==> src/hw/rtl/pid_mix_pkg.sv <==
`default_nettype none
// Shared types, widths and register codes for the PID thruster mixer.
// Used by pid_mix_axis, pid_mix_out and pid_thruster_mixer_unit.

package pid_mix_pkg;

    localparam int DATA_W    = 20;
    localparam int FRAC_BITS = 12;
    localparam int SUM_W     = DATA_W + 8;
    localparam int DIFF_W    = DATA_W + 1;
    localparam int GAIN_W    = 16;
    localparam int PV_W      = GAIN_W + DATA_W;
    localparam int PD_W      = GAIN_W + DIFF_W;
    localparam int PS_W      = GAIN_W + SUM_W;
    localparam int TERM_W    = GAIN_W + SUM_W + 2;
    localparam int MIX_W     = TERM_W + 2;
    localparam int RND_SHIFT = 8;
    localparam int NUM_AXES  = 4;
    localparam int AXIS_IDX_W = 2;
    localparam int CFG_W     = 64;
    localparam int CFG_IDX_W = 3;
    localparam int THRESH_W  = 19;
    localparam logic [THRESH_W-1:0] THRESH_RESET = THRESH_W'(41);

    // axis order, also the gain register order
    localparam int AX_SURGE = 0;
    localparam int AX_HEAVE = 1;
    localparam int AX_YAW   = 2;
    localparam int AX_PITCH = 3;

    typedef enum logic [CFG_IDX_W-1:0] {
        REG_SURGE  = 3'd0,
        REG_HEAVE  = 3'd1,
        REG_YAW    = 3'd2,
        REG_PITCH  = 3'd3,
        REG_SETTLE = 3'd4
    } reg_idx_t;

    typedef logic signed [DATA_W-1:0] data_t;
    typedef logic signed [DIFF_W-1:0] diff_t;
    typedef logic signed [SUM_W-1:0]  sum_t;
    typedef logic signed [GAIN_W-1:0] gain_t;
    typedef logic signed [TERM_W-1:0] term_t;
    typedef logic signed [MIX_W-1:0]  mix_t;

    typedef struct packed {
        data_t pos_x;
        data_t pos_y;
        data_t pos_z;
        data_t roll;
        data_t pitch;
        data_t yaw;
    } in_item_t;

    typedef struct packed {
        data_t thrust_0;
        data_t thrust_1;
        data_t thrust_2;
        data_t thrust_3;
        logic  settled;
    } out_item_t;

    // stage load enables handed to each axis
    typedef struct packed {
        logic take;
        logic en2;
        logic en3;
    } pipe_ctrl_t;

endpackage

`default_nettype wire

==> src/hw/rtl/pid_mix_axis.sv <==
`default_nettype none
// One PID axis: previous value and saturating running sum, gain products,
// and the summed axis term in Q.20. Depends on pid_mix_pkg.

module pid_mix_axis (
    input  logic                             clk,
    input  logic                             rst_n,
    input  pid_mix_pkg::pipe_ctrl_t          ctrl,
    input  pid_mix_pkg::data_t               value,
    input  logic [pid_mix_pkg::CFG_W-1:0]    gains,
    output pid_mix_pkg::term_t               term
);
    import pid_mix_pkg::*;

    localparam sum_t SUM_MAX = sum_t'({1'b0, {(SUM_W-1){1'b1}}});
    localparam sum_t SUM_MIN = sum_t'({1'b1, {(SUM_W-1){1'b0}}});

    gain_t offset;
    gain_t kp;
    gain_t kd;
    gain_t ki;

    data_t prev_reg;
    sum_t  acc_reg;
    sum_t  acc_next;
    logic signed [SUM_W:0] acc_wide;
    diff_t diff_next;

    data_t v1_reg;
    diff_t diff1_reg;
    sum_t  sum1_reg;

    logic signed [PV_W-1:0] pv_reg;
    logic signed [PV_W-1:0] pv_next;
    logic signed [PD_W-1:0] pd_reg;
    logic signed [PD_W-1:0] pd_next;
    logic signed [PS_W-1:0] ps_reg;
    logic signed [PS_W-1:0] ps_next;

    term_t term_reg;
    term_t term_next;

    assign offset = gains[15:0];
    assign kp     = gains[31:16];
    assign kd     = gains[47:32];
    assign ki     = gains[63:48];

    always_comb
    begin
        acc_wide  = (SUM_W+1)'(acc_reg) + (SUM_W+1)'(value);
        diff_next = DIFF_W'(value) - DIFF_W'(prev_reg);
        if (acc_wide[SUM_W] != acc_wide[SUM_W-1])
        begin
            acc_next = acc_wide[SUM_W] ? SUM_MIN : SUM_MAX;
        end
        else
        begin
            acc_next = acc_wide[SUM_W-1:0];
        end
    end

    assign pv_next = kp * v1_reg;
    assign pd_next = kd * diff1_reg;
    assign ps_next = ki * sum1_reg;

    assign term_next = (term_t'(offset) <<< FRAC_BITS) + term_t'(pv_reg)
                     + term_t'(pd_reg) + term_t'(ps_reg);

    always_ff @(posedge clk or negedge rst_n)
    begin
        if (!rst_n)
        begin
            prev_reg <= '0;
            acc_reg  <= '0;
        end
        else if (ctrl.take)
        begin
            prev_reg <= value;
            acc_reg  <= acc_next;
        end
    end

    always_ff @(posedge clk)
    begin
        if (ctrl.take)
        begin
            v1_reg    <= value;
            diff1_reg <= diff_next;
            sum1_reg  <= acc_next;
        end
        if (ctrl.en2)
        begin
            pv_reg <= pv_next;
            pd_reg <= pd_next;
            ps_reg <= ps_next;
        end
        if (ctrl.en3)
        begin
            term_reg <= term_next;
        end
    end

    assign term = term_reg;

endmodule

`default_nettype wire

==> config.mk <==
export PLATFORM = sky130hd
export DESIGN_NAME = pid_mix_axis
export DESIGN_NICKNAME = d
export VERILOG_FILES = /design/src/hw/rtl/pid_mix_pkg.sv /design/src/hw/rtl/pid_mix_axis.sv
export SDC_FILE = /design/constraint.sdc
export NUM_CORES = 2
export LEC_CHECK = 0
export BUFFER_PORTS_ARGS = -buffer_cell sky130_fd_sc_hd__buf_2
export CORE_MARGIN = 4
export CORE_UTILIZATION = 60
export CTS_BUF_LIST = sky130_fd_sc_hd__clkbuf_4
export DETAILED_ROUTE_END_ITERATION = 7
export HOLD_SLACK_MARGIN = 0.05
export PLACE_DENSITY = 0.8
export SKIP_CTS_REPAIR_TIMING = 1
export SYNTH_ARGS = -nofsm -noshare
export SYNTH_HDL_FRONTEND = slang
export SYNTH_SLANG_ARGS = --single-unit
==> constraint.sdc <==
create_clock -name clk -period 6.5 [get_ports clk]
set_input_delay 1.3 -clock clk [delete_from_list [all_inputs] [get_ports clk]]
set_output_delay 1.3 -clock clk [all_outputs]
set_load 0.01 [all_outputs]
==> out/metrics.cfg <==
[logic_synthesis]
synth_edf_count=231
async_flop_share=0.172
synth_area_um2=54500
syn_avg_cell_area_um2=9.77
netlist_instances=5581
synth-seq-cells=279
syn_nets=7211
ys.warnings.count=0
netlist-cell-type-count=79
ys_seq_area_frac=0.149
ys.flop_type=edfxtp_1

[cells_and_area]
final_cell_mix=inv_1 (1263), fa_1 (1131), nand2_1 (677)
mostFrequentLayoutCell=inv_1
largest_register_ffs=45
seq_area_um2=8140
syn_to_final_growth_pct=16.0
multi_input_area_um2=41800
n_fill_cell=6150
drive_above_1_share=0.181
nets=7845

[floorplanning]
num_rows=110
dieArea_um2=95800
num_io_pins=135
dieHeight_um=309
start_util=0.605
die_x_um=309
core-area_um2=90100

[clocking]
h-tree-depth=3
clock-sinks=279
cts_tree=done
clk_pin_slew_ns=0.07
clock-root-buffer=clkbuf_4
cts_max_path_buffers=3
numCtsBuffers=77
worstSkewPairLatency_ns=0.82

[timing]
finalSetupTns_ns=-0.0293
rsz0062_at_grt=yes
post-route-min-period_ns=6.53
hold-worst-slack_ns=0.513
min_period_over_period=1.00
max-slew-margin-rel=0.217
setup_ws_ns=-0.0293
fin_skew_ns=0.0940
drv_slew=0
clock.fmax_ghz=0.153
setup_viol=1
hold_viol_final=0
worst_pin_slew_ns=1.17

[setup_path]
cp_data_required_time_ns=7.02
r2r_end=pd_reg[28]
cp-start-kind=input pin
reg2reg_depth=24
endpoint_kind=register
cp.arrival_ns=7.05
crit_fanout=4
critPathKind=input pin to register
r2r_slack_ns=0.03
reg2reg_from=diff1_reg[12]

[worst_hold_path]
min_to=acc_reg[19]
min_path_type=register to register
worstHoldPathCells=1
min_from=acc_reg[19]

[place]
port_buffers=134
gpl.final_weighted_congestion=0.956
post-dp-hpwl_um=113000

[global_route]
antenna_found_initial=13
grt_pass1_wl_um=224000
grt_use_total=0.294
grt_max_degree=63
first_global_vias=44700
grt_overflow=0

[run_status]
outcome=complete, but fails checks
violations=negative setup slack

[routing]
wl_um=137000
drt-pass1-iter-count=6
drcViolationCount=0
postRouteAntennaNets=0
wl_met3_um=10900
drt-met1-wl_um=51600
wl_met2_um=65700
highest_layer=met5
wl_per_cell_um=18.3
vias=41300
viasPerCell=5.53
drt_iter0_drc=3272

[flow_run]
cap_violations=0

## area by class of cell
| type | instances | share of cell area |
|---|---|---|
| multi-input combinational | 3812 | 0.662 |
| sequential | 279 | 0.129 |
| timing repair buffer | 762 | 0.0940 |
| inverter | 1283 | 0.0762 |
| tap | 1176 | 0.0233 |
| clock buffer | 113 | 0.0134 |
| clock inverter | 26 | 0.00224 |
| antenna | 9 | 0.000356 |
## stage by stage
stage / instances / instance area, um^2 / worst slack, ns / utilization
floorplan: 5581 / 55500 / -0.632 / -
global placement: 7262 / 60900 / -1.07 / 0.675
detailed placement: 7262 / 60900 / -1.19 / 0.675
CTS: 7401 / 61800 / -0.299 / 0.686
global route: 7453 / 63200 / -0.209 / 0.701
finish: 7460 / 63200 / -0.0293 / 0.701
## cell usage after synthesis, types with 5 or more instances
master / instances / area [um^2]
inv_1: 1282 / 4810
fa_1: 1152 / 23100
nand2_1: 706 / 2650
and2_1: 433 / 2710
ha_1: 389 / 4870
edfxtp_1: 231 / 6940
clkbuf_1: 194 / 728
a21oi_1: 169 / 846
xnor2_1: 150 / 1310
nor2_1: 149 / 559
o21ai_0: 100 / 500
a21o_1: 93 / 698
xor2_1: 56 / 490
dfrtp_1: 48 / 1200
nand2b_1: 39 / 244
o21a_1: 38 / 285
nand3_1: 32 / 160
mux2_2: 26 / 293
nor2b_1: 24 / 150
nor3_1: 23 / 115
a211oi_1: 22 / 165
a31oi_1: 21 / 131
o21bai_1: 20 / 150
and3_1: 19 / 119
a211o_1: 14 / 123
or3_1: 14 / 87.6
nand4_1: 11 / 68.8
o211ai_1: 11 / 82.6
a31o_2: 7 / 61.3
and4_1: 7 / 61.3
o31ai_1: 7 / 52.6
a311oi_1: 6 / 52.6
a41oi_1: 6 / 52.6
buf_1: 6 / 22.5
o2111ai_1: 5 / 43.8
or2_2: 5 / 31.3
## metal layers
layer,vias up,global-route usage
li1,18200,-
met4,4,0.150
met2,1717,0.483
met1,20900,0.386
met3,448,0.0427
met5,-,0
## critical path, stage by stage
cell      delay [ns]
buf_2           0.14
clkinv_1        0.18
nor2_1          0.18
fa_1            0.48
fa_1            0.53
fa_1            0.55
fa_1            0.52
fa_1            0.49
inv_1           0.05
fa_1            0.50
inv_2           0.05
ha_4            0.21
nand4_1         0.15
nor2_2          0.07
a211oi_2        0.24
nand3_2         0.18
a211o_1         0.36
a211o_1         0.32
a21oi_2         0.16
o21bai_1        0.08
a21oi_1         0.18
xnor2_1         0.12
## worst max path at each step
stage | from | to
after floorplan | gains[52] | ps_reg[42]
after global placement | gains[49] | ps_reg[42]
after detailed placement | gains[49] | ps_reg[42]
after CTS | gains[49] | ps_reg[42]
after global routing | diff1_reg[12] | pd_reg[28]
final | gains[47] | pd_reg[28]
## cell families (layout without fill, tap and decap cells)
| group | Yosys count | after routing | share of synthesized area |
|---|---|---|---|
| other cells | 0 | 9 | 0 |
| buf+inv | 1490 | 2184 | 0.103 |
| mux | 29 | 29 | 0.00592 |
| simple gates | 1473 | 1473 | 0.129 |
| fa+ha+maj | 1541 | 1541 | 0.512 |
| xor+xnor | 206 | 206 | 0.0331 |
| compound gates | 563 | 563 | 0.0674 |
| flops | 279 | 279 | 0.149 |
Power is not shown: default switching activity piles up to over one toggle a cycle in this logic, so the estimate is an artifact.
