==> src/hw/rtl/pid_mix_pkg.sv <==
`default_nettype none
// Shared types, widths and register codes for the PID thruster mixer.
// Used by pid_mix_axis, pid_mix_out and pid_thruster_mixer_unit.

package pid_mix_pkg;

    localparam int DATA_W    = 20;
    localparam int FRAC_BITS = 12;
    localparam int SUM_W     = DATA_W + 8;
    localparam int DIFF_W    = DATA_W + 1;
    localparam int GAIN_W    = 16;
    localparam int PV_W      = GAIN_W + DATA_W;
    localparam int PD_W      = GAIN_W + DIFF_W;
    localparam int PS_W      = GAIN_W + SUM_W;
    localparam int TERM_W    = GAIN_W + SUM_W + 2;
    localparam int MIX_W     = TERM_W + 2;
    localparam int RND_SHIFT = 8;
    localparam int NUM_AXES  = 4;
    localparam int AXIS_IDX_W = 2;
    localparam int CFG_W     = 64;
    localparam int CFG_IDX_W = 3;
    localparam int THRESH_W  = 19;
    localparam logic [THRESH_W-1:0] THRESH_RESET = THRESH_W'(41);

    // axis order, also the gain register order
    localparam int AX_SURGE = 0;
    localparam int AX_HEAVE = 1;
    localparam int AX_YAW   = 2;
    localparam int AX_PITCH = 3;

    typedef enum logic [CFG_IDX_W-1:0] {
        REG_SURGE  = 3'd0,
        REG_HEAVE  = 3'd1,
        REG_YAW    = 3'd2,
        REG_PITCH  = 3'd3,
        REG_SETTLE = 3'd4
    } reg_idx_t;

    typedef logic signed [DATA_W-1:0] data_t;
    typedef logic signed [DIFF_W-1:0] diff_t;
    typedef logic signed [SUM_W-1:0]  sum_t;
    typedef logic signed [GAIN_W-1:0] gain_t;
    typedef logic signed [TERM_W-1:0] term_t;
    typedef logic signed [MIX_W-1:0]  mix_t;

    typedef struct packed {
        data_t pos_x;
        data_t pos_y;
        data_t pos_z;
        data_t roll;
        data_t pitch;
        data_t yaw;
    } in_item_t;

    typedef struct packed {
        data_t thrust_0;
        data_t thrust_1;
        data_t thrust_2;
        data_t thrust_3;
        logic  settled;
    } out_item_t;

    // stage load enables handed to each axis
    typedef struct packed {
        logic take;
        logic en2;
        logic en3;
    } pipe_ctrl_t;

endpackage

`default_nettype wire

==> src/hw/rtl/pid_mix_out.sv <==
`default_nettype none
// Thruster mixing: combines the four axis terms, rounds Q.20 to Q.12 and
// saturates each command. Depends on pid_mix_pkg.

module pid_mix_out (
    input  pid_mix_pkg::term_t     term [pid_mix_pkg::NUM_AXES],
    input  logic                   settled,
    output pid_mix_pkg::out_item_t item
);
    import pid_mix_pkg::*;

    function automatic data_t round_sat(input mix_t x);
        mix_t r;
        mix_t q;
        mix_t hi;
        mix_t lo;
        r  = x + mix_t'(1 << (RND_SHIFT - 1));
        q  = r >>> RND_SHIFT;
        hi = mix_t'({1'b0, {(DATA_W-1){1'b1}}});
        lo = -hi - mix_t'(1);
        if (q > hi)
        begin
            return hi[DATA_W-1:0];
        end
        else if (q < lo)
        begin
            return lo[DATA_W-1:0];
        end
        return q[DATA_W-1:0];
    endfunction

    mix_t surge;
    mix_t heave;
    mix_t yaw;
    mix_t pitch;

    assign surge = mix_t'(term[AX_SURGE]);
    assign heave = mix_t'(term[AX_HEAVE]);
    assign yaw   = mix_t'(term[AX_YAW]);
    assign pitch = mix_t'(term[AX_PITCH]);

    always_comb
    begin
        item.thrust_0 = round_sat(pitch - heave);
        item.thrust_1 = round_sat(-heave - pitch);
        item.thrust_2 = round_sat(surge - yaw);
        item.thrust_3 = round_sat(surge + yaw);
        item.settled  = settled;
    end

endmodule

`default_nettype wire

==> config.mk <==
export PLATFORM = sky130hd
export DESIGN_NAME = pid_mix_out
export DESIGN_NICKNAME = d
export VERILOG_FILES = /design/src/hw/rtl/pid_mix_pkg.sv /design/src/hw/rtl/pid_mix_out.sv
export SDC_FILE = /design/constraint.sdc
export NUM_CORES = 1
export LEC_CHECK = 0
export BUFFER_PORTS_ARGS = -buffer_cell sky130_fd_sc_hd__buf_2
export CAP_MARGIN = 40
export CORE_AREA = 4 4 158 160
export DETAILED_ROUTE_END_ITERATION = 10
export DIE_AREA = 0 0 162 164
export PLACE_DENSITY_LB_ADDON = 0.25
export SYNTH_ARGS = -nofsm -noshare
export SYNTH_HDL_FRONTEND = slang
export SYNTH_SLANG_ARGS = --single-unit
==> constraint.sdc <==
create_clock -name vclk -period 5.3
set_clock_uncertainty 0.15 [all_clocks]
set_input_delay 0.53 -clock vclk [all_inputs]
set_output_delay 0.53 -clock vclk [all_outputs]
set_load 0.01 [all_outputs]
==> summary.txt, run 1 <==
Synth
  – Most common cell in the synthesized netlist: sky130_fd_sc_hd__ha_1
  – Avg Cell Area, Syn: 6.98 um2
  – Largest area contributor in the synthesized netlist: sky130_fd_sc_hd__ha_1
  – Post-synthesis cell type count: 95
  – Number of nets produced by synthesis: 2541
  – Yosys synthesis warning count: 0
  – Synthesized cell area: 0.0139 mm2
  – Largest cells by area after synthesis: sky130_fd_sc_hd__ha_1 (32%), sky130_fd_sc_hd__inv_1 (7.4%), sky130_fd_sc_hd__a21oi_1 (7.0%), sky130_fd_sc_hd__a21o_1 (4.6%), sky130_fd_sc_hd__xnor2_1 (4.3%)
  – Fraction of synthesized cell area taken by the top area cell type: 32.3%
  – Sequential share of the synthesized area: 0%
  – Post-synthesis cell count: 1996
  – Synth cell count leaders: sky130_fd_sc_hd__ha_1 (360), sky130_fd_sc_hd__inv_1 (274), sky130_fd_sc_hd__a21oi_1 (196)

GRT
  – Met1 demand-to-capacity share in global routing: 42.7%
  – Met2 Track Usage GR: 59.2%
  – Met3 Track Usage GR: 3.71%
  – Leftover overflow at the end of global routing: 0
  – Global-route wire length before repair: 74300 um
  – Vias in the first global route: 15500
  – Antenna violations before repair: 0
  – GRT Util Overall: 33.2%
  – Pin count of the biggest net entering global routing: 20
  – Most heavily used metal layer in global routing: met2

Floorplan
  – Horizontal extent of the die: 162 um
  – Placeable core region: 0.0234 mm2
  – Count of standard-cell rows: 56
  – Die area: 0.0266 mm2
  – Number of top-level pins: 266
  – Vertical die dimension: 164 um
  – Starting density of the core: 59.5%

Routing
  – Number of nets still failing antenna checks after routing: 0
  – Average vias per placed instance: 6.19
  – Routed wire length: 50200 um
  – Post-route DRC violation count: 0
  – Iteration count of the initial detailed-routing pass: 6
  – Per-cell routed wire length: 18.6 um
  – Total via count after detailed routing: 16700
  – Iteration-0 DRC Markers: 1595

Placement
  – Routability Congestion: 1.02
  – Placed Instances: 2679
  – Detailed Place HPWL: 41300 um
  – Placed Instance Area: 0.0166 mm2
  – Worst setup timing slack at the placement stage: -0.271 ns
  – Number of buffers inserted by port buffering: 264

Setup path
  – Arrival time of data at the critical path endpoint: 4.72 ns
  – Setup crit end kind: primary output
  – Critical path data required time: 4.62 ns
  – Startpoint type of the worst setup path: input port
  – Peak fanout along the critical path: 7
  – Critical path class: in2out

Layout
  – Sequential cell area in the final layout: 0 um2
  – Number of nets in the finished design: 2922
  – Area Growth Syn to Fin: 30.9%
  – Clock buffer count: 0
  – Final Cell Area: 0.0182 mm2
  – Seq Cell Count: 0
  – Post-route insts no fill: 2694
  – Final antenna diode count: 0
  – Fraction of layout cells with a size suffix above 1: 29.8%

STA
  – Sum of negative setup slack: -0.429 ns
  – Maximum clock frequency: 185 MHz
  – Min setup slack post-route: -0.0989 ns
  – Tightest Pin Transition: 0.626 ns
  – Final Hold Slack: 0.910 ns
  – Unrepaired setup endpoints after global routing: true
  – Tmin final: 5.40 ns
  – Max Transition Viols Final: 0
  – Final Setup Violations: 14
  – Final hold violations: 0
  – Worst slew margin relative to its limit: 57.8%
  – Final worst path period share: 102%

Job
  – Number of maximum-capacitance constraint violations: 0

Run status
  – Run status: complete, but fails checks
  – Failing checks: negative setup slack

Hold path
  – Hold Path Class: in2out

Power
  – Worst supply voltage drop on vdd: 99.8 uV
  – Reported leakage power: 0.00942 uW
  – Power per cell area: 170 mW/mm2
==> kinds of logic (layout without fill, tap and decap cells) <==
family	after synthesis	in the layout	synth area share [%]
buffers and inverters	334	713	9.41
adders and majority gates	360	360	32.3
muxes	6	6	0.431
AOI/OAI and AO/OA	659	659	31.2
and+or+nand+nor	500	500	17.9
xor gates and xnor gates	137	137	8.67
==> per-stage QoR <==
stage	util, %	power (uW)
2_1_floorplan	-	1750
3_3_place_gp	71.1	2650
3_5_place_dp	71.1	2690
4_1_cts	71.5	2730
5_1_grt	77.9	3330
6_report	77.9	3100
==> area by class of cell <==
cell class / count / area (um2)
inverters: 274 / 1030
fillers: 1824 / 5170
multi-input cells: 1662 / 14100
repair buffers: 439 / 2740
well taps: 319 / 399
==> layer usage <==
layer / vias to the layer above / share of wire, %
met3: 163 / 7.8
li1: 7955 / -
met2: 823 / 48
met5: - / 0
met4: 0 / 3.8
met1: 7739 / 41
==> worst paths after layout <==
path,startpoint,endpoint,slack [ns],cells after the start
worst max-delay path,term[11],item[47],-0.1,19
worst min-delay path,settled,item[0],0.91,0
==> where the power goes <==
group | switching [uW] | total [uW] | internal (uW)
Clock | 0 | 0 | 0
Combinational | 1790 | 3100 | 1310
Sequential | 0 | 0 | 0
==> critical path, cell delays in order <==
cell                       delay, ns
sky130_fd_sc_hd__buf_2          0.09
sky130_fd_sc_hd__inv_1          0.04
sky130_fd_sc_hd__ha_1           0.34
sky130_fd_sc_hd__ha_4           0.24
sky130_fd_sc_hd__a21o_1         0.22
sky130_fd_sc_hd__a31oi_2        0.22
sky130_fd_sc_hd__o22ai_2        0.13
sky130_fd_sc_hd__a311oi_2       0.33
sky130_fd_sc_hd__a21bo_2        0.27
sky130_fd_sc_hd__buf_4          0.15
sky130_fd_sc_hd__a21boi_1       0.08
sky130_fd_sc_hd__or2_0          0.24
sky130_fd_sc_hd__or4b_4         0.51
sky130_fd_sc_hd__nor4_4         0.13
sky130_fd_sc_hd__nand4b_1       0.14
sky130_fd_sc_hd__o41a_4         0.56
sky130_fd_sc_hd__buf_12         0.17
sky130_fd_sc_hd__o21ai_0        0.18
sky130_fd_sc_hd__buf_2          0.16
==> timing repair <==
item / CTS / global route
pin swaps: 6 / 66
setup endpoints to repair: 48 / 76
resized for setup: 23 / 257
setup buffers: 2 / 13
hold buffers: 0 / 0
==> placed cells by master, fill, tap and decap left out, types with 17 or more instances in the layout <==
cell                         n
sky130_fd_sc_hd__ha_4       34
sky130_fd_sc_hd__nand4_1    50
sky130_fd_sc_hd__ha_2       19
sky130_fd_sc_hd__o21ai_2    28
sky130_fd_sc_hd__nor3_1     21
sky130_fd_sc_hd__a31oi_1    19
sky130_fd_sc_hd__nor2_1     88
sky130_fd_sc_hd__nand2_1   149
sky130_fd_sc_hd__nand3_1    49
sky130_fd_sc_hd__xor2_1     65
sky130_fd_sc_hd__a21o_1     85
sky130_fd_sc_hd__o21ai_1    31
sky130_fd_sc_hd__a21oi_1   163
sky130_fd_sc_hd__a21oi_2    33
sky130_fd_sc_hd__o21bai_1   23
sky130_fd_sc_hd__o21ai_0    94
sky130_fd_sc_hd__o21a_1     19
sky130_fd_sc_hd__buf_4     162
sky130_fd_sc_hd__xnor2_1    66
sky130_fd_sc_hd__buf_2     263
sky130_fd_sc_hd__inv_1     268
sky130_fd_sc_hd__and3_1     17
sky130_fd_sc_hd__ha_1      307
No activity file was read; power rests on OpenSTA's default activity.
==> run 2, diff against run 1 <==
RECOVER_POWER = 50   (was not set)
SKIP_LAST_GASP = 1   (was not set)
==> run 2 against run 1 <==
  * The flow still finishes with violations (negative setup slack)
  * First-iteration DRC count increased by 23%
  * Flip-flop and latch count unchanged
  * Non-clock buffer count increased by 15
  * Sequential share of layout area unchanged
  * Routed wire length increased by 9.4%
  * Critical path type unchanged
  * Critical endpoint is now item[43]
  * Highest routed layer unchanged
==> summary.txt, run 2 (synthesis results as in run 1) <==
STA
  – Final Hold Slack: 0.910 ns (unchanged)
  – Min setup slack post-route: -0.117 ns (-0.0178 ns)
  – Sum of negative setup slack: -2.16 ns (-1.73 ns)
  – Final hold violations: 0 (unchanged)
  – Unrepaired setup endpoints after global routing: true
  – Final worst path period share: 102% (+0.34 points)
  – Worst slew margin relative to its limit: 55.5% (-2.4 points)
  – Final Setup Violations: 38 (+24)
  – Max Transition Viols Final: 0 (unchanged)
  – Maximum clock frequency: 185 MHz (-0.33%)
  – Tightest Pin Transition: 0.661 ns (+0.0349 ns)
  – Tmin final: 5.42 ns (+0.0178 ns)

Setup path
  – Worst path cell trace: buf_8 -> inv_4 -> ha_4 -> ha_4 -> nand4_1 -> or3_4 -> buf_4 -> a32oi_4 -> nand4_4 -> a21boi_4 -> nor3_1 -> or2_0 -> or4b_4 -> nor4_4 -> nand4b_1 -> o41a_4 -> o41ai_4 -> buf_2
  – Most frequent CP cell: sky130_fd_sc_hd__ha_4
  – Arrival time of data at the critical path endpoint: 4.74 ns (+0.02 ns)
  – Critical path data required time: 4.62 ns (about the same)
  – Setup crit end kind: primary output
  – Startpoint type of the worst setup path: input port
  – Longest individual stage delay on the worst path: 0.56 ns (about the same)
  – Critical path class: in2out
  – Peak fanout along the critical path: 6 (-1)
  – Crit-path slowest cell: sky130_fd_sc_hd__or4b_4

Power
  – Internal: 1400 uW (+7.2%)
  – Power per cell area: 173 mW/mm2 (+1.9%)
  – Worst supply voltage drop on vdd: 101 uV (+1.5%)
  – Reported leakage power: 0.00955 uW (+1.3%)
  – Logic gate share of total power: 100.0% (about the same)
  – Clock network power share: 0% (unchanged)
  – Switching Fraction: 57.6% (-0.33 points)
  – Sequential share of power: 0% (unchanged)
  – Total net switching power: 1900 uW (+5.8%)

Job
  – Number of maximum-capacitance constraint violations: 0 (unchanged)

Floorplan
  – Vertical die dimension: 164 um (unchanged)
  – Placeable core region: 0.0234 mm2 (unchanged)
  – Count of standard-cell rows: 56 (unchanged)
  – Number of top-level pins: 266 (unchanged)
  – Horizontal extent of the die: 162 um (unchanged)
  – Die area: 0.0266 mm2 (unchanged)
  – Starting density of the core: 59.5% (unchanged)

GRT
  – Pin count of the biggest net entering global routing: 20 (unchanged)
  – Antenna violations before repair: 0 (unchanged)
  – Global-route wire length before repair: 74300 um (about the same)
  – Leftover overflow at the end of global routing: 0 (unchanged)
  – GRT Util Overall: 33.2% (about the same)
  – Vias in the first global route: 15500 (unchanged)

Layout
  – Fill cell count: 1623 (-11%)
  – Most common cell after layout, fill and taps aside: sky130_fd_sc_hd__ha_1
  – Final antenna diode count: 0 (unchanged)
  – Area Growth Syn to Fin: 36.5%
  – Seq Cell Count: 0 (unchanged)
  – Number of nets in the finished design: 2937 (+0.51%)
  – Multi-input gate area in the final layout: 0.0146 mm2 (+3.8%)
  – Fraction of layout cells with a size suffix above 1: 33.4% (+3.6 points)
  – Clock buffer count: 0 (unchanged)
  – Sequential cell area in the final layout: 0 um2 (unchanged)
  – Final core utilization: 81.3% (+3.4 points)
  – Leading cell types in the layout, fill and taps excluded: sky130_fd_sc_hd__ha_1 (281), sky130_fd_sc_hd__buf_2 (247), sky130_fd_sc_hd__inv_1 (237), sky130_fd_sc_hd__buf_4 (171), sky130_fd_sc_hd__a21oi_1 (159)

Placement
  – Detailed Place HPWL: 41300 um (unchanged)
  – Routability Congestion: 1.02 (unchanged)
  – Worst setup timing slack at the placement stage: -0.271 ns (unchanged)
  – Number of buffers inserted by port buffering: 264 (unchanged)

Hold path
  – Min-Delay Path Depth: 0 (unchanged)
  – Hold Path Class: in2out
  – Hold Startpoint: settled
  – End point of the most critical hold path: item[0]

Routing
  – Number of nets still failing antenna checks after routing: 0 (unchanged)
  – Iteration count of the initial detailed-routing pass: 9 (+3)
  – Routed wire length: 54900 um (+9.4%)
  – Total via count after detailed routing: 17400 (+4.3%)
  – Per-cell routed wire length: 20.3 um (+8.7%)
  – Iteration-0 DRC Markers: 1963 (+23%)
  – Average vias per placed instance: 6.42 (+3.7%)
  – Post-route DRC violation count: 0 (unchanged)

Run status
  – Run status: complete, but fails checks
  – Failing checks: negative setup slack

Clock network
  – Hold buffers post-CTS: 0 (unchanged)
==> run 2: layer usage <==
layer  global-route usage (%)  share of wire (%)  up-vias
met2                     59.2                 47     1096
li1                         -                  -     8008
met4                     8.42                5.6        0
met5                        0                  0        -
met3                     3.71                9.3      279
met1                     42.7                 38     8006
==> run 2: timing repair <==
| item | CTS | global route |
|---|---|---|
| setup buffers | 2 | 27 |
| endpoints found under the hold margin | 0 | 0 |
| gates cloned | 0 | 2 |
| gates resized for setup | 22 | 383 |
| pin swaps | 6 | 109 |
| setup endpoints to repair | 48 | 76 |
==> run 2: metrics by stage <==
| step | std cells | total power (uW) | area [um2] |
|---|---|---|---|
| 3_3_place_gp | 2679 | 2650 | 16600 |
| 6_report | 2709 | 3300 | 19000 |
| 3_5_place_dp | 2679 | 2690 | 16600 |
| 4_1_cts | 2681 | 2730 | 16700 |
| 2_1_floorplan | 1996 | 1750 | 13900 |
| 5_1_grt | 2709 | 3510 | 19000 |
==> run 2: final cells by class <==
type | count | area share (%)
Tap cell | 319 | 2.10
Multi-Input combinational cell | 1662 | 76.7
Timing Repair Buffer | 454 | 15.7
Inverter | 274 | 5.51
==> run 2: worst max path at each step <==
| stage | startpoint | to |
|---|---|---|
| 3_3_place_gp | term[20] | item[70] |
| 6_report | term[3] | item[43] |
| 4_1_cts | term[3] | item[58] |
| 3_5_place_dp | term[20] | item[70] |
| 2_1_floorplan | term[11] | item[43] |
| 5_1_grt | term[20] | item[43] |
==> run 2: critical path: cells and delay by family <==
kind	cells	cell delay [ns]
buffers and inverters	4	0.53
adders and majority gates	2	0.51
and+or+nand+nor	8	1.80
AOI/OAI and AO/OA	4	1.34
==> run 2: power by group through the flow <==
stage / combinational [uW] / sequential (uW) / clock, uW
final: 3300 / 0 / 0
after global routing: 3510 / 0 / 0
after CTS: 2730 / 0 / 0
after detailed placement: 2690 / 0 / 0
after global placement: 2650 / 0 / 0
after floorplan: 1750 / 0 / 0
